`src/hw/rtl/ptr_pkg.sv`:
```
// ----------------------------------------------------------------------------
// ptr_pkg: shared types and constants
// Carries the field widths, register indexes and queue entry type that the
// translation front end, the back end and the top level use.
// ----------------------------------------------------------------------------
package ptr_pkg;

	localparam int PageBits   = 3;
	localparam int OffsetBits = 11;
	localparam int AddrBits   = 14;
	localparam int PhysBits   = 27;
	localparam int CntBits    = 32;
	localparam int CfgBits    = 64;
	localparam int CfgIdxBits = 2;

	typedef enum logic [CfgIdxBits-1:0] {
		REG_REPLACE_MODE = 2'd0,
		REG_FRAME_COUNT  = 2'd1,
		REG_FRAMES_LOW   = 2'd2,
		REG_FRAMES_HIGH  = 2'd3
	} cfg_reg_t;

	typedef enum logic [1:0] {
		ST_IDLE  = 2'd0,
		ST_SWEEP = 2'd1,
		ST_FIFO  = 2'd2,
		ST_DONE  = 2'd3
	} back_state_t;

	// one classified item between front and back
	typedef struct packed {
		logic                  wr;
		logic [PageBits-1:0]   page;
		logic [OffsetBits-1:0] offset;
	} req_t;

endpackage

```
`src/hw/rtl/ptr_if.sv`:
```
// ----------------------------------------------------------------------------
// ptr_req_if / ptr_rsp_if: valid-ready channels
// Request and result channels of the translation block.
// ----------------------------------------------------------------------------
interface ptr_req_if;
	logic        valid;
	logic        ready;
	logic        cmd;
	logic [13:0] logical_address;

	modport source (output valid, cmd, logical_address, input ready);
	modport sink   (input valid, cmd, logical_address, output ready);
endinterface

interface ptr_rsp_if;
	logic        valid;
	logic        ready;
	logic [2:0]  page_index;
	logic [10:0] byte_offset;
	logic        page_fault;
	logic        write_back;
	logic [26:0] physical_address;
	logic [31:0] total_references;
	logic [31:0] total_reads;
	logic [31:0] total_writes;
	logic [31:0] total_faults;
	logic [31:0] total_write_backs;

	modport source (output valid, page_index, byte_offset, page_fault, write_back,
		physical_address, total_references, total_reads, total_writes,
		total_faults, total_write_backs, input ready);
	modport sink (input valid, page_index, byte_offset, page_fault, write_back,
		physical_address, total_references, total_reads, total_writes,
		total_faults, total_write_backs, output ready);
endinterface

```
`src/hw/rtl/paged_translation_with_replacement_core.sv`:
```
// ----------------------------------------------------------------------------
// paged_translation_with_replacement_core: page translation with replacement
// Top level: request queue, table back end and configuration port.
// ----------------------------------------------------------------------------
// Usage:
//  req carries a read/write command and a 14-bit logical address; rsp
//  returns page, offset, fault and write-back flags, the physical address and
//  five wrapping 32-bit totals. One result per item, in order.
//  cfg_we/cfg_index/cfg_data write replace_mode (0), frame_count (1),
//  frames_low (2) and frames_high (3); frame writes reload the free list and
//  invalidate all pages. Write only while idle.
//  A hit or a fault with a free frame goes from idle to done, which pops the
//  item and registers its result. A fault with no free frame in load-order
//  mode pops one load-order entry per cycle until a valid page is found, and
//  sweeps when every queued page is stale; a clock sweep takes one entry per
//  cycle, up to two passes of 8. The back end handles one item at a time.
//  Reset loads four frames from zeroed registers in the first cycle after
//  reset. The two-entry queue keeps accepting items while a result waits, until
//  it is full; a stalled receiver holds the result and blocks the back end.
module paged_translation_with_replacement_core #(
	parameter int MAX_FRAMES = 8,
	parameter int FRAME_BITS = 16
) (
	input  logic        clk,
	input  logic        arst_n,
	input  logic        cfg_we,
	input  logic [1:0]  cfg_index,
	input  logic [63:0] cfg_data,
	ptr_req_if.sink     req,
	ptr_rsp_if.source   rsp
);
	import ptr_pkg::*;

	logic q_valid, q_pop;
	req_t q_head;

	ptr_front u_front (
		.clk, .arst_n,
		.in_valid (req.valid), .in_ready (req.ready),
		.in_cmd (req.cmd), .in_addr (req.logical_address),
		.q_valid, .q_pop, .q_head
	);

	ptr_back #(.MAX_FRAMES(MAX_FRAMES), .FRAME_BITS(FRAME_BITS)) u_back (
		.clk, .arst_n, .cfg_we, .cfg_index, .cfg_data,
		.q_valid, .q_pop, .q_head,
		.out_valid (rsp.valid), .out_ready (rsp.ready),
		.out_page (rsp.page_index), .out_offset (rsp.byte_offset),
		.out_fault (rsp.page_fault), .out_wb (rsp.write_back),
		.out_phys (rsp.physical_address),
		.out_refs (rsp.total_references), .out_reads (rsp.total_reads),
		.out_writes (rsp.total_writes), .out_faults (rsp.total_faults),
		.out_wbs (rsp.total_write_backs)
	);

	assert property (@(posedge clk) disable iff (!arst_n)
		(rsp.valid && !rsp.ready) |=> rsp.valid)
		else $error("result dropped while stalled");
	assert property (@(posedge clk) disable iff (!arst_n)
		(rsp.valid && !rsp.ready) |=> $stable(rsp.total_references))
		else $error("result changed while stalled");
	assert property (@(posedge clk) disable iff (!arst_n)
		rsp.valid |-> rsp.physical_address[10:0] == rsp.byte_offset)
		else $error("offset not carried to physical address");

endmodule

```
`src/hw/rtl/ptr_front.sv`:
```
// ----------------------------------------------------------------------------
// ptr_front: request intake and queue
// Splits the address into page and offset and holds up to two items for the
// back end.
// ----------------------------------------------------------------------------
module ptr_front (
	input  logic           clk,
	input  logic           arst_n,
	input  logic           in_valid,
	output logic           in_ready,
	input  logic           in_cmd,
	input  logic [13:0]    in_addr,
	output logic           q_valid,
	input  logic           q_pop,
	output ptr_pkg::req_t  q_head
);
	import ptr_pkg::*;

	req_t       slot_q [2];
	logic       rd_q, wr_q;
	logic [1:0] cnt_q;
	logic       push;
	req_t       req;

	assign in_ready = (cnt_q != 2'd2);
	assign push     = in_valid && in_ready;
	assign q_valid  = (cnt_q != 2'd0);
	assign q_head   = slot_q[rd_q];

	// classify the address
	always_comb begin
		req.wr     = in_cmd;
		req.page   = in_addr[AddrBits-1:OffsetBits];
		req.offset = in_addr[OffsetBits-1:0];
	end

	// hold queue pointers
	always_ff @(posedge clk or negedge arst_n) begin
		if (!arst_n) begin
			rd_q  <= 1'b0;
			wr_q  <= 1'b0;
			cnt_q <= 2'd0;
		end else begin
			if (push) wr_q <= ~wr_q;
			if (q_pop) rd_q <= ~rd_q;
			cnt_q <= cnt_q + {1'b0, push} - {1'b0, q_pop};
		end
	end

	// store item
	always_ff @(posedge clk) begin
		if (push) slot_q[wr_q] <= req;
	end

	assert property (@(posedge clk) disable iff (!arst_n) q_pop |-> q_valid)
		else $error("pop from empty queue");
	assert property (@(posedge clk) disable iff (!arst_n) cnt_q != 2'd3)
		else $error("queue count overflow");
	assert property (@(posedge clk) disable iff (!arst_n)
		(cnt_q == 2'd2 && !q_pop) |=> cnt_q == 2'd2)
		else $error("full queue lost an item");

endmodule

```
`src/hw/rtl/ptr_back.sv`:
```
// ----------------------------------------------------------------------------
// ptr_back: table walk and replacement
// Looks up the page, picks a victim by clock sweep or load order when a fault
// finds no free frame, updates the tables and counters and presents one result.
// ----------------------------------------------------------------------------
module ptr_back #(
	parameter int MAX_FRAMES = 8,
	parameter int FRAME_BITS = 16
) (
	input  logic                       clk,
	input  logic                       arst_n,
	input  logic                       cfg_we,
	input  logic [1:0]                 cfg_index,
	input  logic [63:0]                cfg_data,
	input  logic                       q_valid,
	output logic                       q_pop,
	input  ptr_pkg::req_t              q_head,
	output logic                       out_valid,
	input  logic                       out_ready,
	output logic [2:0]                 out_page,
	output logic [10:0]                out_offset,
	output logic                       out_fault,
	output logic                       out_wb,
	output logic [26:0]                out_phys,
	output logic [31:0]                out_refs,
	output logic [31:0]                out_reads,
	output logic [31:0]                out_writes,
	output logic [31:0]                out_faults,
	output logic [31:0]                out_wbs
);
	import ptr_pkg::*;

	localparam int Pages   = 8;
	localparam int FcBits  = $clog2(MAX_FRAMES + 1);

	back_state_t state_q, state_d;

	logic                  mode_q;
	logic [3:0]            fcount_q;
	logic [63:0]           flow_q, fhigh_q;

	logic [Pages-1:0]      vld_q, refb_q, mod_q;
	logic [FRAME_BITS-1:0] frame_q [Pages];
	logic [FRAME_BITS-1:0] free_q [MAX_FRAMES];
	logic [FcBits-1:0]     free_cnt_q;
	logic [PageBits-1:0]   ord_q [Pages];
	logic [3:0]            ord_cnt_q;
	logic [31:0]           c_refs_q, c_reads_q, c_writes_q, c_faults_q, c_wbs_q;

	logic                  reload_q;
	logic                  pass_q;
	logic [PageBits-1:0]   scan_q;
	logic                  wb_q;
	logic                  fault_q;

	logic                  fifo_pop, vic_take, load_go;
	logic [PageBits-1:0]   vic_page;
	logic [3:0]            n_frames;

	// clamp the configured frame count
	always_comb begin
		if (fcount_q == 4'd0) n_frames = 4'd1;
		else if (fcount_q > 4'(MAX_FRAMES)) n_frames = 4'(MAX_FRAMES);
		else n_frames = fcount_q;
	end

	// next state and step controls
	always_comb begin
		state_d  = state_q;
		fifo_pop = 1'b0;
		vic_take = 1'b0;
		load_go  = 1'b0;
		vic_page = scan_q;
		q_pop    = 1'b0;
		unique case (state_q)
			ST_IDLE: begin
				if (q_valid && !out_valid) begin
					if (vld_q[q_head.page]) state_d = ST_DONE;
					else if (free_cnt_q != '0) begin
						load_go = 1'b1;
						state_d = ST_DONE;
					end else if (mode_q && ord_cnt_q != 4'd0) state_d = ST_FIFO;
					else state_d = ST_SWEEP;
				end
			end
			ST_FIFO: begin
				if (ord_cnt_q == 4'd0) state_d = ST_SWEEP;
				else begin
					fifo_pop = 1'b1;
					vic_page = ord_q[0];
					if (vld_q[ord_q[0]]) begin
						vic_take = 1'b1;
						state_d  = ST_IDLE;
					end
				end
			end
			ST_SWEEP: begin
				vic_page = scan_q;
				if (!wb_q && vld_q[scan_q] && !refb_q[scan_q] && !fault_q) begin
					vic_take = 1'b1;
				end
				if (scan_q == 3'(Pages - 1)) begin
					if (fault_q || vic_take || pass_q) state_d = ST_IDLE;
				end
			end
			ST_DONE: begin
				q_pop   = 1'b1;
				state_d = ST_IDLE;
			end
			default: state_d = ST_IDLE;
		endcase
	end

	always_ff @(posedge clk or negedge arst_n) begin
		if (!arst_n) state_q <= ST_IDLE;
		else state_q <= state_d;
	end

	// hold configuration, tables, counters and the result register
	always_ff @(posedge clk or negedge arst_n) begin
		if (!arst_n) begin
			mode_q     <= 1'b0;
			fcount_q   <= 4'd4;
			flow_q     <= '0;
			fhigh_q    <= '0;
			reload_q   <= 1'b1;
			vld_q      <= '0;
			refb_q     <= '0;
			mod_q      <= '0;
			free_cnt_q <= '0;
			ord_cnt_q  <= '0;
			c_refs_q   <= '0;
			c_reads_q  <= '0;
			c_writes_q <= '0;
			c_faults_q <= '0;
			c_wbs_q    <= '0;
			out_valid  <= 1'b0;
			pass_q     <= 1'b0;
			scan_q     <= '0;
			wb_q       <= 1'b0;
			fault_q    <= 1'b0;
		end else begin
			if (out_valid && out_ready) out_valid <= 1'b0;
			if (cfg_we) begin
				unique case (cfg_reg_t'(cfg_index))
					REG_REPLACE_MODE: mode_q <= cfg_data[0];
					REG_FRAME_COUNT:  fcount_q <= cfg_data[3:0];
					REG_FRAMES_LOW:   flow_q <= cfg_data;
					REG_FRAMES_HIGH:  fhigh_q <= cfg_data;
					default: ;
				endcase
			end
			// reload in the cycle after any frame register write
			reload_q <= cfg_we && (cfg_reg_t'(cfg_index) != REG_REPLACE_MODE);
			if (reload_q) begin
				// refill free list from the registers
				vld_q      <= '0;
				ord_cnt_q  <= '0;
				free_cnt_q <= FcBits'(n_frames);
				for (int i = 0; i < MAX_FRAMES; i++) begin
					if (i < 4) free_q[i] <= FRAME_BITS'(flow_q[16*(i%4) +: 16]);
					else free_q[i] <= FRAME_BITS'(fhigh_q[16*(i%4) +: 16]);
				end
			end
			// sweep bookkeeping: fault_q marks a found victim in this pass
			if (state_q != ST_SWEEP && state_d == ST_SWEEP) begin
				scan_q  <= '0;
				pass_q  <= 1'b0;
				fault_q <= 1'b0;
			end else if (state_q == ST_SWEEP) begin
				refb_q[scan_q] <= 1'b0;
				if (vic_take) fault_q <= 1'b1;
				scan_q <= scan_q + 3'd1;
				if (scan_q == 3'(Pages - 1)) pass_q <= 1'b1;
			end
			if (state_q == ST_DONE) wb_q <= 1'b0;
			// drop the head of the load order
			if (fifo_pop) begin
				for (int i = 0; i < Pages - 1; i++) ord_q[i] <= ord_q[i+1];
				ord_q[Pages-1] <= '0;
				ord_cnt_q <= ord_cnt_q - 4'd1;
			end
			// evict victim to the free list (list is empty here)
			if (vic_take) begin
				wb_q       <= mod_q[vic_page];
				vld_q[vic_page] <= 1'b0;
				free_q[0]  <= frame_q[vic_page];
				free_cnt_q <= FcBits'(1);
			end
			// load page from free list head, then finish the item
			if (load_go) begin
				frame_q[q_head.page] <= free_q[0];
				for (int i = 0; i < MAX_FRAMES - 1; i++) free_q[i] <= free_q[i+1];
				free_q[MAX_FRAMES-1] <= '0;
				free_cnt_q <= free_cnt_q - FcBits'(1);
				vld_q[q_head.page]  <= 1'b1;
				mod_q[q_head.page]  <= 1'b0;
				fault_q <= 1'b1;
				if (mode_q && ord_cnt_q < 4'(Pages)) begin
					ord_q[ord_cnt_q[2:0]] <= q_head.page;
					ord_cnt_q <= ord_cnt_q + 4'd1;
				end
			end
			if (state_q == ST_IDLE && state_d == ST_DONE && !load_go) fault_q <= 1'b0;
			if (state_q == ST_DONE) begin
				refb_q[q_head.page] <= 1'b1;
				if (q_head.wr) mod_q[q_head.page] <= 1'b1;
				c_refs_q <= c_refs_q + 32'd1;
				if (q_head.wr) c_writes_q <= c_writes_q + 32'd1;
				else c_reads_q <= c_reads_q + 32'd1;
				if (fault_q) c_faults_q <= c_faults_q + 32'd1;
				if (fault_q && wb_q) c_wbs_q <= c_wbs_q + 32'd1;
				out_valid <= 1'b1;
				out_fault <= fault_q;
				out_wb    <= fault_q && wb_q;
				out_page  <= q_head.page;
				out_offset <= q_head.offset;
				out_phys  <= PhysBits'({frame_q[q_head.page], q_head.offset});
				out_refs  <= c_refs_q + 32'd1;
				out_reads <= q_head.wr ? c_reads_q : c_reads_q + 32'd1;
				out_writes <= q_head.wr ? c_writes_q + 32'd1 : c_writes_q;
				out_faults <= fault_q ? c_faults_q + 32'd1 : c_faults_q;
				out_wbs   <= (fault_q && wb_q) ? c_wbs_q + 32'd1 : c_wbs_q;
			end
		end
	end

	assert property (@(posedge clk) disable iff (!arst_n)
		vic_take |-> free_cnt_q == '0)
		else $error("victim evicted with free frames left");
	assert property (@(posedge clk) disable iff (!arst_n)
		load_go |-> free_cnt_q != '0)
		else $error("load from empty free list");
	assert property (@(posedge clk) disable iff (!arst_n)
		q_pop |=> out_valid)
		else $error("item finished without a result");

endmodule
```
`src/flat_wrapper.sv`:
```
// flat-port wrapper written by rule: the top's interface ports become plain ports
module paged_translation_with_replacement_core_flat import ptr_pkg::*;
#(
	parameter int MAX_FRAMES = 8,
	parameter int FRAME_BITS = 16
)
  (clk, arst_n, cfg_we, cfg_index, cfg_data, req_valid, req_cmd, req_logical_address, req_ready, rsp_valid, rsp_page_index, rsp_byte_offset, rsp_page_fault, rsp_write_back, rsp_physical_address, rsp_total_references, rsp_total_reads, rsp_total_writes, rsp_total_faults, rsp_total_write_backs, rsp_ready);
  ptr_req_if req_i ();
  ptr_rsp_if rsp_i ();
  input  logic clk;
  input  logic arst_n;
  input  logic cfg_we;
  input  logic [1:0] cfg_index;
  input  logic [63:0] cfg_data;
  input wire logic [$bits(req_i.valid)-1:0] req_valid;
  input wire logic [$bits(req_i.cmd)-1:0] req_cmd;
  input wire logic [$bits(req_i.logical_address)-1:0] req_logical_address;
  output wire logic [$bits(req_i.ready)-1:0] req_ready;
  output wire logic [$bits(rsp_i.valid)-1:0] rsp_valid;
  output wire logic [$bits(rsp_i.page_index)-1:0] rsp_page_index;
  output wire logic [$bits(rsp_i.byte_offset)-1:0] rsp_byte_offset;
  output wire logic [$bits(rsp_i.page_fault)-1:0] rsp_page_fault;
  output wire logic [$bits(rsp_i.write_back)-1:0] rsp_write_back;
  output wire logic [$bits(rsp_i.physical_address)-1:0] rsp_physical_address;
  output wire logic [$bits(rsp_i.total_references)-1:0] rsp_total_references;
  output wire logic [$bits(rsp_i.total_reads)-1:0] rsp_total_reads;
  output wire logic [$bits(rsp_i.total_writes)-1:0] rsp_total_writes;
  output wire logic [$bits(rsp_i.total_faults)-1:0] rsp_total_faults;
  output wire logic [$bits(rsp_i.total_write_backs)-1:0] rsp_total_write_backs;
  input wire logic [$bits(rsp_i.ready)-1:0] rsp_ready;
  assign req_i.valid = req_valid;
  assign req_i.cmd = req_cmd;
  assign req_i.logical_address = req_logical_address;
  assign req_ready = req_i.ready;
  assign rsp_valid = rsp_i.valid;
  assign rsp_page_index = rsp_i.page_index;
  assign rsp_byte_offset = rsp_i.byte_offset;
  assign rsp_page_fault = rsp_i.page_fault;
  assign rsp_write_back = rsp_i.write_back;
  assign rsp_physical_address = rsp_i.physical_address;
  assign rsp_total_references = rsp_i.total_references;
  assign rsp_total_reads = rsp_i.total_reads;
  assign rsp_total_writes = rsp_i.total_writes;
  assign rsp_total_faults = rsp_i.total_faults;
  assign rsp_total_write_backs = rsp_i.total_write_backs;
  assign rsp_i.ready = rsp_ready;
  paged_translation_with_replacement_core #(.MAX_FRAMES(MAX_FRAMES), .FRAME_BITS(FRAME_BITS)) u_core (.clk(clk), .arst_n(arst_n), .cfg_we(cfg_we), .cfg_index(cfg_index), .cfg_data(cfg_data), .req(req_i), .rsp(rsp_i));
endmodule
```
`config.mk`:
```
export PLATFORM = sky130hd
export DESIGN_NAME = paged_translation_with_replacement_core_flat
export DESIGN_NICKNAME = d
export VERILOG_FILES = /design/src/hw/rtl/ptr_pkg.sv /design/src/hw/rtl/ptr_if.sv /design/src/hw/rtl/paged_translation_with_replacement_core.sv /design/src/hw/rtl/ptr_front.sv /design/src/hw/rtl/ptr_back.sv /design/src/flat_wrapper.sv
export SDC_FILE = /design/constraint.sdc
export NUM_CORES = 1
export LEC_CHECK = 0
export BUFFER_PORTS_ARGS = -buffer_cell sky130_fd_sc_hd__buf_2
export CORE_ASPECT_RATIO = 1.5
export CORE_UTILIZATION = 60
export CTS_CLUSTER_DIAMETER = 120
export DETAILED_ROUTE_END_ITERATION = 8
export HOLD_SLACK_MARGIN = 0.03
export PLACE_DENSITY = 0.8
export RECOVER_POWER = 50
export SLEW_MARGIN = 20
export SYNTH_ARGS = -nofsm -noshare
export SYNTH_HDL_FRONTEND = slang
export SYNTH_SLANG_ARGS = --single-unit
```
`constraint.sdc`:
```
create_clock -name clk -period 11.6 [get_ports clk]
set_input_delay 1.16 -clock clk [delete_from_list [all_inputs] [get_ports clk]]
set_output_delay 1.16 -clock clk [all_outputs]
set_load 0.02 [all_outputs]
```
## Yosys cells after proc, flatten, opt, wreduce, memory -nomap -nowiden

Memories as Yosys holds them, arrays and structs flattened. A register that Yosys moved wholly into a read port is not among the register bits.
Index checks and enable logic that the tools add are counted.

- Word-level logic and storage cells: 240
- Input bits: 86
- Memories kept: 4
- Memory bits (writable): 310
- Output and inout bits: 205
- Bits in registers: 542

Memory list:

| name | depth | width | rd ports | clocked after Yosys merged registers in | write ports | RTL line | text |
|---|---|---|---|---|---|---|---|
| u_core.u_back.frame_q | 8 | 16 | 2 | 1 | 1 | ptr_back.sv:43 | `logic [FRAME_BITS-1:0] frame_q [Pages];` |
| u_core.u_back.free_q | 8 | 16 | 8 | 0 | 8 | ptr_back.sv:44 | `logic [FRAME_BITS-1:0] free_q [MAX_FRAMES];` |
| u_core.u_front.slot_q | 2 | 15 | 1 | 0 | 1 | ptr_front.sv:19 | `req_t slot_q [2];` |
| u_core.u_back.ord_q | 8 | 3 | 8 | 0 | 8 | ptr_back.sv:46 | `logic [PageBits-1:0] ord_q [Pages];` |

- Multiplexer cells: 100
- Add/subtract/negate cells: 11
- Bitwise gates (word level): 20
- Eq/ne operators: 11
- $lt $le $gt $ge: 9
- Reduce and logical (&&, ||, !) cells: 51

Operators with widths:

| operator | count |
|---|---|
| 32-bit by 1-bit adder with 32-bit output, second input constant | 5 |
| 16-bit two-way mux | 9 |
| 32-bit two-way mux | 4 |
| 8-bit two-way mux | 9 |
| 1-bit two-way mux | 45 |
| 4-bit two-way mux | 9 |
| 8-bit AND | 3 |
| 8-bit NOT | 3 |
| 8-bit OR | 3 |
| 1-bit logical AND | 21 |
| 3-bit two-way mux | 6 |
| 3-bit by 4-bit < comparator with 1-bit output, second input constant | 4 |
| 2-bit two-way mux | 8 |
| 4-bit nonzero test | 4 |
| 1-bit binary-select mux with 3-bit select | 5 |
| 2-bit AND reduction | 7 |
| 2-bit nonzero test | 6 |
| 2-bit == test, second input constant | 5 |
| 1-bit demux with 3-bit select | 3 |
| 3-bit by 1-bit >= comparator with 1-bit output, second input constant | 3 |
| 1-bit OR | 9 |
| 4-bit logical NOT | 2 |
| 2-bit one-hot mux with 4 select lines | 1 |
| 4-bit by 1-bit subtractor with 4-bit output, second input constant | 2 |
| other kinds (17) | 26 |

## Depth between registers and ports, before layout

- Depth after elaboration: 17
- Depth in mapped cells: 14
- Mapped depth without buffers: 10

## Modules after synthesis

Synthesis repeated with hierarchy kept, for this count alone.

- Cell total of the unflattened synthesis: 2710
- Area total of the unflattened synthesis: 35859.4 µm²

Modules (own cells, without submodules):

| module | times used | area each (µm²) | cells each | sequential area each (µm²) |
|---|---|---|---|---|
| ptr_back | 1 | 34581.9 | 2646 | 22559.1 |
| ptr_front | 1 | 1277.5 | 64 | 1001.0 |

## Worst setup path after synthesis

Ideal clock, no wire load.

- Path type: input port to flip-flop
- Start: input arst_n
- End: register u_core.u_back.out_fault (enable)
- Stages on the path: 2
- Arrival: 9.192 ns
- Slack: 1.662 ns
- Library setup time: 0.746 ns
- Required time: 10.854 ns
- Path through: inv_1 > nor2_1

- Word-level cells in the longest chain between the ends: 1

RTL lines:

| element | RTL line | text |
|---|---|---|
| start, declared | flat_wrapper.sv:11 | `input logic arst_n;` |
| 2-bit AND reduction (no line) | - |  |
| end signal, assigned | ptr_back.sv:214 | `out_fault <= fault_q;` |
| end, declared | ptr_back.sv:22 | `output logic out_fault,` |

Every way passes these cells.
A chain may end at the register's enable or synchronous reset.

==> impl_results.md <==
- Post-CTS Setup Inserts: 0
- Worst path top cell family by delay: buffers and inverters
- Antenna Violating Nets Remaining: 0
- Die area: 60200 um^2
- Sequential element share of the synthesized area: 0.663
- Ports: 291
- DRT iter0 DRCs: 1661
- Clock H-tree levels: 3
- Min Tclk post-route: 7.24 ns
- Non-Filler Instances: 3776
- Flops & latches, synth: 841
- Worst-Skew Late Latency: 0.64 ns
- Finished Cell Area: 40200 um^2
- Wire length per cell: 20.8 um
- Placed cells: 3631
- Mux contribution to synthesized area: 0.0647
- Cell variety after synth: 70
- RePlAce Congestion: 0.905
- Clock buffer depth: 3
- GR Overflow Total: 0
- Final Hold Viols: 0
- Vias per cell: 5.96
- Die width: 201 um
- Leakage: 15.8 nW
- Hold crit path type: reg2reg
- Status: finished, violations left
- Wire length after detailed routing: 78400 um
- FFs w/ async S/R, synth: 0.403
- Placed cell area: 37700 um^2
- Syn-to-layout area delta: 13.1%
- Largest family of logic cells by synthesized area: simple AND/OR/NAND/NOR gates
- Synthesized area per cell: 13.2 um^2
- Fmax achieved: 138 MHz
- Violated checks: capacitance limit, slew limit
- DR pass1 iterations: 8
- Slowest CP cell: clkbuf_1
- Die Ht: 300 um
- # fillers: 4091
- Vias in the first global route: 23.1k
- Detail Placement HPWL: 50600 um
- Via count: 22.5k
- Worst EP arrival: 7.49 ns
- Pwr Total: 8.49 mW
- Core area: 58100 um^2
- Initial core utilization: 0.611
- Cells after Synth: 2684
- Commonest non-fill, non-tap cell in the layout: edfxtp_1
- CP Capture Type: flip-flop
- Final setup viols: 0
- Cell row count: 108
- Most used cell, CP: buf_4
- Final-report max-slew violation count: 348
- # nets final: 3044
- Initial antenna violation count: 3
- Critical Path Max Stage Delay: 3.38 ns
- CTS tree: built
- Worst vdd ir: 0.195 mV
- Cts repair resizes: 0
- Worst slew pin tran: 4.92 ns
- Adder-Cell Fraction of Synth Area: 0.00599
- Power per Cell Area: 211 nW/um^2
- Final Cycle Share: 0.624
- Crit start category: input port
- Clock Root Buffer: clkbuf_16
- Commonest non-fill, non-tap cells in the layout: 502 x edfxtp_1, 441 x nand2_1, 337 x dfrtp_1
- Final worst clock skew: 0.0313 ns
- Synth Area in XOR/XNOR: 0.0774
- Share of cells above drive strength 1: 0.166
- Drc violations: 0
- Synth Net Count: 2787
- Largest net degree at the start of global routing: 193
- Buf/Inv on CP: 4
- All-Layer GR Usage: 0.263
- Slew HR: -2.28
- Clock transition at the registers of the reported paths: 0.06 ns
- Simple-gate area share of the yosys netlist: 0.113
- Setup TNS: 0 ns
- Hold buffer count at CTS: 0
- First-pass GRT wire length: 124000 um
- Post-synth EDFFs: 502
- CP required: 11.86 ns
- Max-cap viol count: 5
- Port Buffers: 290
- RSZ-0062 raised after global routing: no
- Worst-path fanout max: 78
- Post-Syn Area: 35500 um^2
- Compound-Gate Fraction of Synth Area: 0.0562
- Critical path type: in2reg
- Synth warn: 0
- Clock Sinks: 841
- Ys flop type: edfxtp_1
- TritonCTS Buffers: 76
- Worst path cell trace: clkbuf_1 -> buf_4 -> inv_1 -> a21oi_4 -> buf_4
-- sequential cells by signal (all words and copies together), names as in the netlist, 24 cells and up --
name,flops
u_core.u_back.c_refs_q,32
u_core.u_back.out_faults,32
u_core.u_back.fhigh_q,64
u_core.u_back.flow_q,64
u_core.u_back.c_wbs_q,32
u_core.u_front.slot_q,30
u_core.u_back.ord_q,24
u_core.u_back.out_writes,32
u_core.u_back.out_wbs,32
u_core.u_back.out_phys,27
u_core.u_back.free_q,128
u_core.u_back.out_refs,32
u_core.u_back.c_faults_q,32
u_core.u_back.c_writes_q,32
u_core.u_back.out_reads,32
u_core.u_back.c_reads_q,32
u_core.u_back.frame_q,128
-- Yosys cell counts, drive strengths merged, types with 4 or more instances --
master  instances  share of area
edfxtp        502           0.42
nand2         442          0.047
dfrtp         337           0.24
xnor2         222          0.055
mux2          189          0.060
clkbuf        117          0.012
nor2          110          0.012
nand3         109          0.015
xor2           92          0.023
nand4          49         0.0086
o21ai          44         0.0062
a22oi          42         0.0089
and3           42         0.0074
a22o           40         0.0099
a221oi         34         0.0084
inv            31         0.0033
and2           30         0.0053
nor3           28         0.0041
a21oi          25         0.0035
buf            22         0.0037
and4           17         0.0042
ha             17         0.0060
a21o           13         0.0027
a311oi         10         0.0025
mux2i          10         0.0032
nand2b         10         0.0018
a31oi           8         0.0014
a32o            8         0.0023
o31ai           7         0.0015
a221o           6         0.0017
nor3b           6         0.0013
nor2b           5        0.00088
o32ai           5         0.0012
or3             5         0.0012
nor4            4        0.00070
nor4b           4        0.00099
-- power by group --
part | total [mW] | internal (mW) | switching, mW | leakage, nW
combinational | 1.83 | 0.615 | 1.21 | 5.49
sequential | 4.01 | 3.74 | 0.274 | 9.02
clock | 2.65 | 1.53 | 1.12 | 1.32
-- path summary, 6_finish.rpt --
check	slack (ns)	from	endpoint	depth (start not counted)
setup / recovery	4.36	arst_n	u_core.u_back.free_q[1][42]	5
hold / removal	0.47	u_core.u_back.c_faults_q[21]	u_core.u_back.c_faults_q[21]	1
max in group asynchronous	4.65	arst_n	u_core.u_back.fhigh_q[20]	2
hold reg to reg	0.47	u_core.u_back.c_faults_q[21]	u_core.u_back.c_faults_q[21]	1
min in group asynchronous	2.31	arst_n	u_core.u_back.c_refs_q[13]	1
setup reg to reg	5.68	u_core.u_front.rd_q	u_core.u_back.ord_q[0][2]	11
-- cell families (layout without fill, tap and decap cells) --
kind of cell / count (synthesis) / in the layout
adders and majority gates: 17 / 17
buffers and inverters: 171 / 492
and+or+nand+nor: 873 / 873
DFF: 841 / 841
AOI/OAI and AO/OA: 267 / 267
other: 0 / 1
xor gates and xnor gates: 314 / 314
muxes: 201 / 201
-- layer usage --
metal / track usage / vias to the layer above / wire (um)
li1: - / 10200 / -
met1: 0.318 / 11200 / 29800
met2: 0.469 / 919 / 40800
met3: 0.0402 / 200 / 4830
met4: 0.113 / 6 / 2890
met5: 0 / - / 34
-- per-stage QoR --
step	util	setup WS (ns)	hold WS, ns
detailed placement	0.649	6.13	0.463
finish	0.691	4.36	0.474
CTS	0.695	6.14	0.476
global placement	0.649	6.22	0.460
floorplan	-	1.66	0.441
global route	0.691	3.36	0.489
-- cell type report --
| cell class | count | area (um^2) | area share |
|---|---|---|---|
| clock inverter | 44 | 529 | 0.0132 |
| antenna | 1 | 2.50 | 0.0000623 |
| multi-input combinational | 1672 | 11400 | 0.283 |
| clock buffer | 98 | 2150 | 0.0535 |
| tap | 770 | 963 | 0.0240 |
| inverter | 32 | 120 | 0.00299 |
| sequential | 841 | 23600 | 0.587 |
| timing repair buffer | 318 | 1480 | 0.0369 |
No activity file was read; power rests on OpenSTA's default activity.
